[config.mk]
export PLATFORM = sky130hd
export DESIGN_NAME = fbns_div
export DESIGN_NICKNAME = d
export VERILOG_FILES = /design/src/fbns_pkg.sv /design/src/fbns_div.sv
export SDC_FILE = /design/constraint.sdc
export NUM_CORES = 1
export LEC_CHECK = 0
export BUFFER_PORTS_ARGS = -buffer_cell sky130_fd_sc_hd__clkbuf_2
export CELL_PAD_IN_SITES_DETAIL_PLACEMENT = 1
export CELL_PAD_IN_SITES_GLOBAL_PLACEMENT = 2
export CORE_ASPECT_RATIO = 1.2
export CORE_MARGIN = 1.5
export CORE_UTILIZATION = 38
export CTS_CLUSTER_DIAMETER = 50
export DETAILED_ROUTE_END_ITERATION = 6
export PLACE_DENSITY = 0.95
export SYNTH_ARGS = -nofsm -noshare
export SYNTH_HDL_FRONTEND = slang
export SYNTH_SLANG_ARGS = --single-unit
[constraint.sdc]
create_clock -name i_clk -period 3.46 [get_ports i_clk]
set_input_delay 0.173 -clock i_clk [delete_from_list [all_inputs] [get_ports i_clk]]
set_output_delay 0.173 -clock i_clk [all_outputs]
set_load 0.01 [all_outputs]
[src/fbns_pkg.sv]
// Shared types and constants for the nearest-neighbor frame scaler.
// Used by the divider, the generic RAM user and the top level.
`default_nettype none

package fbns_pkg;

    // Field widths of the stream beats and the configuration registers.
    localparam int COORD_W   = 11;
    localparam int DIM_W     = 10;
    localparam int PIX_W     = 16;
    localparam int OP_W      = 2;
    localparam int CFG_IDX_W = 3;

    // A scaled coordinate before division is one dimension times another.
    localparam int PROD_W = 2 * DIM_W;
    // Linear store address as computed, wide enough for row * src_width + column at any register values.
    localparam int CALC_W = 23;

    // Defaults for the top-level parameters.
    localparam int DEF_SRC_DEPTH  = 262144;
    localparam int DEF_PIXEL_BITS = 16;

    // Operation codes carried in the input tuser.
    localparam logic [OP_W-1:0] OP_WRITE = 2'd0;
    localparam logic [OP_W-1:0] OP_DOWN  = 2'd1;
    localparam logic [OP_W-1:0] OP_HIRES = 2'd2;
    localparam logic [OP_W-1:0] OP_NONE  = 2'd3;

    // Configuration register indexes.
    localparam logic [CFG_IDX_W-1:0] CFG_SRC_WIDTH  = 3'd0;
    localparam logic [CFG_IDX_W-1:0] CFG_SRC_HEIGHT = 3'd1;
    localparam logic [CFG_IDX_W-1:0] CFG_DST_WIDTH  = 3'd2;
    localparam logic [CFG_IDX_W-1:0] CFG_DST_HEIGHT = 3'd3;
    localparam logic [CFG_IDX_W-1:0] CFG_FLIP_ROWS  = 3'd4;
    localparam logic [CFG_IDX_W-1:0] CFG_FREEZE     = 3'd5;

    // Register reset values.
    localparam logic [DIM_W-1:0] RST_SRC_WIDTH  = 10'd512;
    localparam logic [DIM_W-1:0] RST_SRC_HEIGHT = 10'd512;
    localparam logic [DIM_W-1:0] RST_DST_WIDTH  = 10'd292;
    localparam logic [DIM_W-1:0] RST_DST_HEIGHT = 10'd216;

    // Divider request and response.
    typedef struct packed {
        logic              start;
        logic [PROD_W-1:0] dividend;
        logic [DIM_W-1:0]  divisor;
    } t_div_req;

    typedef struct packed {
        logic              busy;
        logic              done;
        logic [PROD_W-1:0] quotient;
    } t_div_rsp;

endpackage

`default_nettype wire

[src/fbns_div.sv]
// Bit-serial restoring divider, one quotient bit per cycle.
// Depends on fbns_pkg for its request and response structs.
`default_nettype none

module fbns_div (
    input  wire logic              i_clk,
    input  wire logic              i_rst_n,
    input  wire fbns_pkg::t_div_req i_req,
    output fbns_pkg::t_div_rsp     o_rsp
);

    localparam int QW    = fbns_pkg::PROD_W;
    localparam int DW    = fbns_pkg::DIM_W;
    localparam int CNT_W = $clog2(QW);

    logic             r_busy;
    logic             r_done;
    logic [CNT_W-1:0] r_cnt;
    logic [DW-1:0]    r_rem;
    logic [QW-1:0]    r_quo;
    logic [DW-1:0]    r_dvs;

    logic [DW:0]      trial;
    logic             fits;
    logic [DW:0]      diff;

    // Shift the next dividend bit into the partial remainder and try a subtract.
    always_comb begin
        trial = {r_rem, r_quo[QW-1]};
        fits  = (trial >= {1'b0, r_dvs});
        diff  = trial - {1'b0, r_dvs};
    end

    always_ff @(posedge i_clk) begin
        if (!i_rst_n) begin
            r_busy <= 1'b0;
            r_done <= 1'b0;
            r_cnt  <= '0;
        end else begin
            r_done <= 1'b0;
            if (r_busy) begin
                r_rem <= fits ? diff[DW-1:0] : trial[DW-1:0];
                r_quo <= {r_quo[QW-2:0], fits};
                r_cnt <= r_cnt + 1'b1;
                if (r_cnt == CNT_W'(QW - 1)) begin
                    r_busy <= 1'b0;
                    r_done <= 1'b1;
                end
            end else if (i_req.start) begin
                r_busy <= 1'b1;
                r_cnt  <= '0;
                r_rem  <= '0;
                r_quo  <= i_req.dividend;
                r_dvs  <= i_req.divisor;
            end
        end
    end

    assign o_rsp.busy     = r_busy;
    assign o_rsp.done     = r_done;
    assign o_rsp.quotient = r_quo;

endmodule

`default_nettype wire

==> results.json, run 1 <==
{
  "cp.arrival_ps": 2610,
  "die_w_um": 76.4,
  "ant_nets": 0,
  "synth_xor_area_share_pct": 2.50,
  "start_util_pct": 40.1,
  "die_h_um": 91.0,
  "core_area_sq_um": 6130,
  "postCtsResizedCells": 0,
  "r2r_slack_ps": 880,
  "period_needed_ps": 2580,
  "drt_iter0_drc": 49,
  "worstPathCellList": "ha_1 > o211ai_1 > a21oi_2 > o21ai_2 > a21oi_2 > mux2i_1 > nor2_1",
  "p_leak_nw": 1.22,
  "routed_wl_mm": 5.66,
  "gr-total-overflow": 0,
  "synth_seq_area_share_pct": 54.6,
  "period_share_pct": 74.5,
  "grt_pass1_vias": 1887,
  "post_cts_buffers": 0,
  "critPathRequiredTime_ps": 3490,
  "setup_viol": 0,
  "final_cell_area_sq_um": 2910,
  "reg2reg_to": "r_rem[3]",
  "htree_levels": 2,
  "grt_max_degree": 37,
  "fmax_mhz": 388,
  "finalSetupTns_ps": 0,
  "whs_ps": 50.4,
  "firstDrtPassIters": 4,
  "worstSetupPathType": "reg2reg",
  "synth_top_area_share_pct": 48.9,
  "portBuffers": 54,
  "synth_compound_area_share_pct": 9.58,
  "yosysWarnings": 0,
  "power.total_w": 0.00135,
  "grt_setup_unrepaired": "false",
  "synth-simple-area-share_pct": 9.84,
  "r2r-start": "r_rem[2]",
  "cp_common_cell": "a21oi_2",
  "synth-seq-cells": 47,
  "boundaryPins": 55,
  "viasPerCell": 5.06,
  "r2r.worst_path.cells": 7,
  "dp_hpwl_mm": 4.29,
  "avgRoutedWirePerCell_um": 16.5,
  "hold_viol_final": 0,
  "synthAdderAreaFrac_pct": 6.42,
  "cts_inserted_buffers": 5,
  "antenna_found_initial": 0,
  "final_net_count": 304,
  "cts.hold.buffers_added": 0,
  "cts_tree": "done",
  "slowest_stage": "a21oi_2",
  "cts_buffer_depth": 2,
  "drc": 0,
  "synth_nets": 250,
  "start_kind": "flip-flop",
  "synth_cell_types": 40,
  "syn_area_sq_um": 2450,
  "status": "complete, no violations",
  "layout-drive-gt1-share_pct": 34.2,
  "rows": 31,
  "final_common_cell": "clkbuf_2",
  "cap_violations": 0,
  "slowest_delay_ps": 680,
  "cts.reportedPaths.clkPinSlew_ps": 90,
  "synth_top_family_by_area": "multiplexers",
  "area_delta_synth_final_pct": 18.5,
  "cts_sinks": 47,
  "die-area_sq_um": 6950,
  "p_per_area_nw_per_um2": 464,
  "synth_cells": 205,
  "end_kind": "flip-flop",
  "clockRootBuffer": "clkbuf_8",
  "grt_pass1_wl_mm": 9.34,
  "finalMaxSlewViolations": 0,
  "place_congestion": 0.760,
  "final_cell_mix": "clkbuf_2, edfxtp_1, mux2_2",
  "synth_area_leaders": "edfxtp_1, mux2_2, dfxtp_1, ha_1, inv_1",
  "vias": 1731,
  "postPlaceCellArea_sq_um": 2790,
  "syn_avg_cell_area_sq_um": 12.0,
  "finalClockSkew_ps": 4.56,
  "track_usage_pct": 17.0,
  "slew_headroom_pct": 44.6,
  "yosys.area.top_type": "edfxtp_1",
  "min_path_type": "in2reg",
  "cp_max_fo": 13,
  "worstSkewPairLatency_ps": 290,
  "tightest_slew_ps": 831,
  "diodes": 0,
  "ir_drop_uv": 373,
  "endpoint": "r_rem[3]",
  "final_core_util_pct": 47.5,
  "min-delay-start": "i_req[8]",
  "startpoint": "r_rem[2]",
  "synth_mux_area_share_pct": 12.0
}
flip-flops by register name (all words and copies together) (netlist names):
register  cells
r_busy        1
r_cnt         5
r_done        1
r_dvs        10
r_quo        20
r_rem        10
area by class of cell:
cell class                      count  area (sq um)
Sequential cell                    47          1340
Clock inverter                      2          35.0
Inverter                           19          71.3
Multi-Input combinational cell    130           991
Tap cell                           82           103
Fill cell                         716          3220
Timing Repair Buffer               56           285
Clock buffer                        6          82.6
power by group:
group          switching [W]  total [W]  internal, W
sequential         0.0000186   0.000677     0.000658
combinational       0.000143   0.000255     0.000112
clock               0.000184   0.000418     0.000234
total               0.000346    0.00135      0.00100
layer usage:
metal	wire length, um	up-vias	share of wire, %	GRT usage [%]
met3	298	2	5.3	4.02
met4	21	0	0.37	3.70
met1	2250	835	40	18.3
met5	0	-	0	0
li1	-	846	-	-
met2	3080	48	55	33.2
synthesized netlist by cell type:
library cell	instances
nand3_1	4
mux2i_1	7
o21ai_2	1
fa_1	1
a211oi_2	2
nand2b_1	4
xor2_1	1
buf_6	1
a32o_1	1
dfxtp_1	7
buf_2	2
o221ai_1	1
nor2_1	14
nand4_1	2
a21o_1	1
or4_1	1
o2111ai_1	1
buf_4	2
mux2_2	20
o22ai_1	1
nor3b_1	2
or2b_1	1
inv_1	19
nand2_1	12
xnor2_1	6
a211o_1	2
nor2b_1	4
o21ai_0	6
edfxtp_1	40
clkbuf_1	4
a31oi_1	4
o211ai_1	1
nor3_1	2
and4_1	1
a21oi_2	2
and2_1	1
o21bai_1	1
and3_1	1
a21oi_1	11
ha_1	11
per-stage QoR:
step,instances,worst slack [ps]
6_report,342,882
5_1_grt,342,704
4_1_cts,342,859
3_5_place_dp,334,883
3_3_place_gp,334,951
2_1_floorplan,205,1290
how the worst min path moves through the flow:
stage | end | slack, ps | depth (start not counted)
6_report | r_dvs[8] | 50 | 1
5_1_grt | r_dvs[8] | 40 | 1
4_1_cts | r_dvs[8] | 50 | 1
3_5_place_dp | r_dvs[1] | 350 | 1
3_3_place_gp | r_dvs[7] | 350 | 1
2_1_floorplan | r_dvs[0] | 270 | 0
cells by family after synthesis:
logic type               after synthesis
AO/OA/AOI/OAI                         35
XOR/XNOR                               7
adder cells (fa/ha/maj)               12
buffers and inverters                 28
flip-flops                            47
multiplexers                          27
AND/OR/NAND/NOR                       49
worst max-delay path: cells and delay by family, from the launching register on:
kind | cells | cell delay, ps
flops | 1 | 430
mux | 1 | 310
fa+ha+maj | 1 | 400
compound gates | 4 | 1100
simple gates | 1 | 70
(Power assumes the default switching activity.)
==> run 2, diff against run 1 <==
--- a/config.mk
+++ b/config.mk
@@ -5,15 +5,16 @@
 export SDC_FILE = /design/constraint.sdc
 export NUM_CORES = 1
 export LEC_CHECK = 0
+export ABC_AREA = 1
 export BUFFER_PORTS_ARGS = -buffer_cell sky130_fd_sc_hd__clkbuf_2
 export CELL_PAD_IN_SITES_DETAIL_PLACEMENT = 1
 export CELL_PAD_IN_SITES_GLOBAL_PLACEMENT = 2
 export CORE_ASPECT_RATIO = 1.2
 export CORE_MARGIN = 1.5
-export CORE_UTILIZATION = 38
+export CORE_UTILIZATION = 32
 export CTS_CLUSTER_DIAMETER = 50
 export DETAILED_ROUTE_END_ITERATION = 6
-export PLACE_DENSITY = 0.95
+export PLACE_DENSITY = 0.89
 export SYNTH_ARGS = -nofsm -noshare
 export SYNTH_HDL_FRONTEND = slang
 export SYNTH_SLANG_ARGS = --single-unit
==> constraint.sdc (replaced) <==
create_clock -name i_clk -period 2.4 [get_ports i_clk]
set_input_delay 0.12 -clock i_clk [delete_from_list [all_inputs] [get_ports i_clk]]
set_output_delay 0.12 -clock i_clk [all_outputs]
set_load 0.01 [all_outputs]
==> results.json, run 2 <==
{
  "dp_hpwl_mm": 5.05,
  "synth_mux_area_share_pct": 0,
  "fmax_mhz": 494,
  "postPlaceCellArea_sq_um": 3050,
  "synth_nets": 346,
  "status": "complete, no violations",
  "boundaryPins": 55,
  "r2r_slack_ps": 380,
  "place_congestion": 0.818,
  "min-delay-start": "i_req[21]",
  "start_util_pct": 32.9,
  "drt_iter0_drc": 50,
  "largest_reg_flops": 20,
  "antenna_found_initial": 0,
  "place_ws_ps": 366,
  "die_w_um": 86.1,
  "worstSetupPathType": "reg2reg",
  "core_area_sq_um": 8060,
  "met1_length_mm": 2.78,
  "synth_cell_types": 35,
  "layout-drive-gt1-share_pct": 24.9,
  "avgRoutedWirePerCell_um": 14.2,
  "routed_wl_mm": 6.60,
  "grt_max_degree": 25,
  "period_share_pct": 84.4,
  "cts_tree": "done",
  "fin_cells": 465,
  "finalClockSkew_ps": 8.34,
  "synth_xor_area_share_pct": 0.991,
  "tightest_slew_ps": 555,
  "die_h_um": 103,
  "p_per_area_nw_per_um2": 601,
  "htree_levels": 2,
  "fin_ws_ps": 375,
  "cp_max_fo": 3,
  "synth-simple-area-share_pct": 31.7,
  "critPathRequiredTime_ps": 2470,
  "syn_area_sq_um": 2650,
  "area_delta_synth_final_pct": 22.6,
  "final_common_cell": "nand2_1",
  "synth_cells": 301,
  "end_kind": "flip-flop",
  "yosysWarnings": 0,
  "wl_met2_mm": 3.48,
  "regMostFlops": "r_quo",
  "finalMaxSlewViolations": 0,
  "rows": 36,
  "synthAdderAreaFrac_pct": 5.95,
  "die-area_sq_um": 8840,
  "track_usage_pct": 16.3,
  "portBuffers": 54,
  "cap_violations": 0,
  "diodes": 0,
  "hold_end": "r_quo[11]",
  "syn_avg_cell_area_sq_um": 8.81,
  "synth_edf_count": 40,
  "yosys.area.top_type": "edfxtp_1",
  "startpoint": "r_quo[19]",
  "postCtsResizedCells": 0,
  "gr-total-overflow": 0,
  "synth_compound_area_share_pct": 3.11,
  "min_path_type": "in2reg",
  "reg2reg_to": "r_rem[6]",
  "cts_sinks": 47,
  "final_net_count": 414,
  "ant_nets": 0,
  "grt_pass1_vias": 2291,
  "start_kind": "flip-flop",
  "synth.most_common_cell": "nand2_1",
  "cts_buffer_depth": 2,
  "synth-seq-cells": 47,
  "final_cell_area_sq_um": 3250,
  "synth_area_leaders": "edfxtp_1, nand2_1, dfxtp_1, ha_1, inv_1",
  "placed_cells": 447,
  "synth_top_cells_by_count": "nand2_1, edfxtp_1, inv_1, nor2_1, ha_1",
  "cts_inserted_buffers": 5,
  "firstDrtPassIters": 4,
  "final_cell_mix": "nand2_1, clkbuf_2, edfxtp_1",
  "grt_setup_unrepaired": "false",
  "p_leak_nw": 1.57,
  "cp.arrival_ps": 2090,
  "cts.reportedPaths.clkPinSlew_ps": 100,
  "finalSetupTns_ps": 0,
  "synth_seq_area_share_pct": 50.6,
  "reg_top3": "r_quo x20, r_dvs x10, r_rem x10",
  "slew_headroom_pct": 62.9,
  "vias": 2158,
  "viasPerCell": 4.64,
  "grt_pass1_wl_mm": 10.9,
  "ir_drop_uv": 214,
  "hold_viol_final": 0,
  "clockRootBuffer": "clkbuf_8",
  "worstSkewPairLatency_ps": 310,
  "r2r-start": "r_quo[19]",
  "top_layer": "met4",
  "async_flop_share_pct": 0,
  "drc": 0,
  "route.met3.wl_um": 245,
  "synth_top_family_by_area": "simple AND/OR/NAND/NOR gates",
  "period_needed_ps": 2020,
  "synth_top_area_share_pct": 45.3,
  "min_path_cells": 3,
  "final_core_util_pct": 40.3,
  "r2r.worst_path.cells": 12,
  "synth_ff_type": "edfxtp_1",
  "setup_viol": 0
}
-- run 2: per-layer routing --
metal	GRT usage [%]	vias to the layer above
met5	0	-
met2	30.3	42
met1	18.8	1019
met3	2.96	8
li1	-	1089
met4	5.58	0
-- run 2: report_power, final --
group	switching [W]	total [W]	internal (W)
clock	0.000289	0.000559	0.000270
sequential	0.0000273	0.000975	0.000948
combinational	0.000256	0.000419	0.000163
total	0.000572	0.00195	0.00138
-- run 2: cell type report --
type	count	area, sq um
clock buffers	7	97.6
multi-input cells	207	1110
flip-flops and latches	47	1340
clock inverters	1	6.26
well taps	95	119
repair buffers	69	420
fillers	975	4810
inverters	39	156
-- run 2: per-stage QoR --
| stage | hold WS (ps) | total power [W] |
|---|---|---|
| floorplan | 219 | 0.00127 |
| global placement | 299 | 0.00140 |
| detailed placement | 299 | 0.00141 |
| CTS | 55.9 | 0.00199 |
| global route | 72.3 | 0.00207 |
| finish | 65.6 | 0.00195 |
-- run 2: logic make-up (layout without fill, tap and decap cells) --
logic type | after synthesis | in the layout
buffers and inverters | 47 | 116
XOR/XNOR | 3 | 3
flip-flops | 47 | 47
adder cells (fa/ha/maj) | 12 | 12
AO/OA/AOI/OAI | 11 | 11
AND/OR/NAND/NOR | 181 | 181
-- run 2: repair_timing --
item                                   CTS  global route
hold buffers                            10             0
buffers inserted                         0             0
setup endpoints to repair                0             0
endpoints found under the hold margin   10             0
-- run 2: how the worst max path moves through the flow --
stage,to,slack (ps)
after floorplan,r_quo[0],140
after global placement,r_rem[6],380
after detailed placement,r_rem[6],370
after CTS,r_rem[6],330
after global routing,r_rem[6],130
final,r_rem[6],380
-- run 2: worst max-delay path, cell delays in order, from the launching register on --
cell      delay [ps]
edfxtp_1         400
inv_1             90
ha_1             140
inv_1             80
fa_1             420
nand3_1          110
nand2_1          130
nand2_1          120
nand3b_1          80
nand2_1           80
nand2_1           50
nand2_1           50
nor2_1            50
==> run 3, diff against run 2 <==
--- a/config.mk
+++ b/config.mk
@@ -5,7 +5,7 @@
 export SDC_FILE = /design/constraint.sdc
 export NUM_CORES = 1
 export LEC_CHECK = 0
-export ABC_AREA = 1
+export ABC_AREA = 0
 export BUFFER_PORTS_ARGS = -buffer_cell sky130_fd_sc_hd__clkbuf_2
 export CELL_PAD_IN_SITES_DETAIL_PLACEMENT = 1
 export CELL_PAD_IN_SITES_GLOBAL_PLACEMENT = 2
@@ -14,7 +14,7 @@
 export CORE_UTILIZATION = 32
 export CTS_CLUSTER_DIAMETER = 50
 export DETAILED_ROUTE_END_ITERATION = 6
-export PLACE_DENSITY = 0.89
+export PLACE_DENSITY = 0.87
 export SYNTH_ARGS = -nofsm -noshare
 export SYNTH_HDL_FRONTEND = slang
 export SYNTH_SLANG_ARGS = --single-unit
==> constraint.sdc (replaced) <==
create_clock -name i_clk -period 1.7 [get_ports i_clk]
set_input_delay 0.085 -clock i_clk [delete_from_list [all_inputs] [get_ports i_clk]]
set_output_delay 0.085 -clock i_clk [all_outputs]
set_load 0.01 [all_outputs]
==> results.json, run 3 (synthesized netlist as in run 1, its figures left out) <==
{
  "startpoint": "r_quo[19]",
  "violations": "setup timing",
  "p_sw_share_pct": 26.4,
  "drc": 0,
  "r2r_slack_ps": -560,
  "p_per_area_nw_per_um2": 844,
  "layout-drive-gt1-share_pct": 48.5,
  "worstSetupPathType": "reg2reg",
  "place_ws_ps": -498,
  "cts.reportedPaths.clkPinSlew_ps": 80,
  "fin_ws_ps": -559,
  "period_share_pct": 133,
  "final_common_cell": "clkbuf_2",
  "portBuffers": 54,
  "routed_wl_mm": 6.55,
  "r2r-start": "r_quo[19]",
  "grt_max_degree": 31,
  "finalClockSkew_ps": 8.38,
  "start_kind": "flip-flop",
  "avgRoutedWirePerCell_um": 16.4,
  "end_kind": "flip-flop",
  "hold_viol_final": 0,
  "grt_pass1_vias": 2097,
  "tightest_slew_ps": 286,
  "min_path_type": "in2reg",
  "rows": 34,
  "track_usage_pct": 15.6,
  "cp.depth": 10,
  "period_needed_ps": 2260,
  "switchingPower_w": 0.000796,
  "min-delay-start": "i_req[21]",
  "endpoint": "r_rem[8]",
  "boundaryPins": 55,
  "antenna_found_initial": 0,
  "largest_reg_flops": 20,
  "gr-total-overflow": 0,
  "dp_hpwl_mm": 4.64,
  "fmax_mhz": 443,
  "cts_sinks": 47,
  "worstPathCellList": "inv_1 > ha_1 > inv_1 > fa_2 > nand3_2 > a21oi_1 > a211o_1 > a21oi_2 > xor2_1 > o22ai_1",
  "intPower_w": 0.00222,
  "slowest_stage": "edfxtp_1",
  "finalMaxSlewViolations": 0,
  "final_cell_mix": "clkbuf_2, edfxtp_1, buf_4",
  "reg2reg_to": "r_rem[8]",
  "pwr-share-comb_pct": 28.0,
  "grt_setup_unrepaired": "true",
  "area_delta_synth_final_pct": 45.6,
  "clockRootBuffer": "clkbuf_8",
  "power.total_w": 0.00302,
  "vias": 1955,
  "htree_levels": 2,
  "cts_inserted_buffers": 5,
  "viasPerCell": 4.90,
  "slowest_delay_ps": 400,
  "cp.arrival_ps": 2290,
  "worstSkewPairLatency_ps": 300,
  "p_leak_nw": 1.49,
  "ant_nets": 0,
  "critPathBufInv": 2,
  "grt_pass1_wl_mm": 10.1,
  "cp_max_fo": 3,
  "cts_tree": "done",
  "die-area_sq_um": 8210,
  "seqPwrFrac_pct": 45.9,
  "final_net_count": 354,
  "status": "finished with violations",
  "diodes": 0,
  "start_util_pct": 33.4,
  "core_area_sq_um": 7360,
  "firstDrtPassIters": 4,
  "slew_headroom_pct": 80.8,
  "die_h_um": 98.9,
  "critPathRequiredTime_ps": 1730,
  "reg_top3": "r_quo x20, r_dvs x10, r_rem x10",
  "die_w_um": 83.0,
  "setup_viol": 11,
  "drt_iter0_drc": 49,
  "cap_violations": 0,
  "cp_top_family": "compound AO/OA/AOI/OAI gates",
  "r2r.worst_path.cells": 10,
  "cts_buffer_depth": 2,
  "ir_drop_uv": 488,
  "regMostFlops": "r_quo",
  "cp_common_cell": "inv_1",
  "place_congestion": 0.802,
  "p_clk_share_pct": 26.1
}
-- run 3: final cells by class --
cell class              instances  area, sq um
clock buffers                   6         72.6
clock inverters                 1         30.0
fillers                       812         3790
inverters                      19         71.3
multi-input cells             130         1190
flip-flops and latches         47         1340
well taps                      90          113
repair buffers                106          756
-- run 3: power by group through the flow --
stage                     Sequential (W)  Combinational (W)  Clock [W]
final                            0.00138           0.000843   0.000788
after CTS                        0.00138           0.000740   0.000808
after floorplan                  0.00141           0.000384          0
after detailed placement         0.00141           0.000678          0
after global placement           0.00140           0.000651          0
after global routing             0.00139           0.000914   0.000847
-- run 3: how the worst min path moves through the flow --
| stage | slack (ps) | end | cells after the start |
|---|---|---|---|
| finish | 90 | r_quo[11] | 2 |
| global route | 70 | r_quo[1] | 2 |
| CTS | 0.5 | r_dvs[6] | 1 |
| detailed placement | 270 | r_dvs[8] | 1 |
| global placement | 260 | r_dvs[3] | 1 |
| floorplan | 180 | r_dvs[0] | 0 |
-- run 3: layer usage --
metal / track usage [%] / part of all wire [%] / up-vias
li1: - / - / 948
met1: 17.7 / 39 / 952
met2: 29.3 / 56 / 47
met3: 2.43 / 3.3 / 8
met4: 5.64 / 1.6 / 0
met5: 0 / 0 / -
-- run 3: what timing repair did --
action	CTS	global route
endpoints found under the setup margin	11	11
gates resized for setup	9	16
setup buffers	2	5
hold buffers	9	1
pin swaps	7	4
endpoints found under the hold margin	9	1
gates cloned	0	1
-- run 3: per-stage QoR --
| stage | cells | instance area, sq um | hold WS [ps] | util (%) | TNS, ps |
|---|---|---|---|---|---|
| CTS | 392 | 3410 | 0.536 | 46.3 | -4050 |
| floorplan | 205 | 2520 | 184 | - | -3030 |
| global placement | 374 | 3150 | 262 | 42.8 | -3740 |
| global route | 399 | 3570 | 72.6 | 48.6 | -5470 |
| finish | 399 | 3570 | 85.8 | 48.6 | -4490 |
| detailed placement | 374 | 3150 | 265 | 42.8 | -4670 |
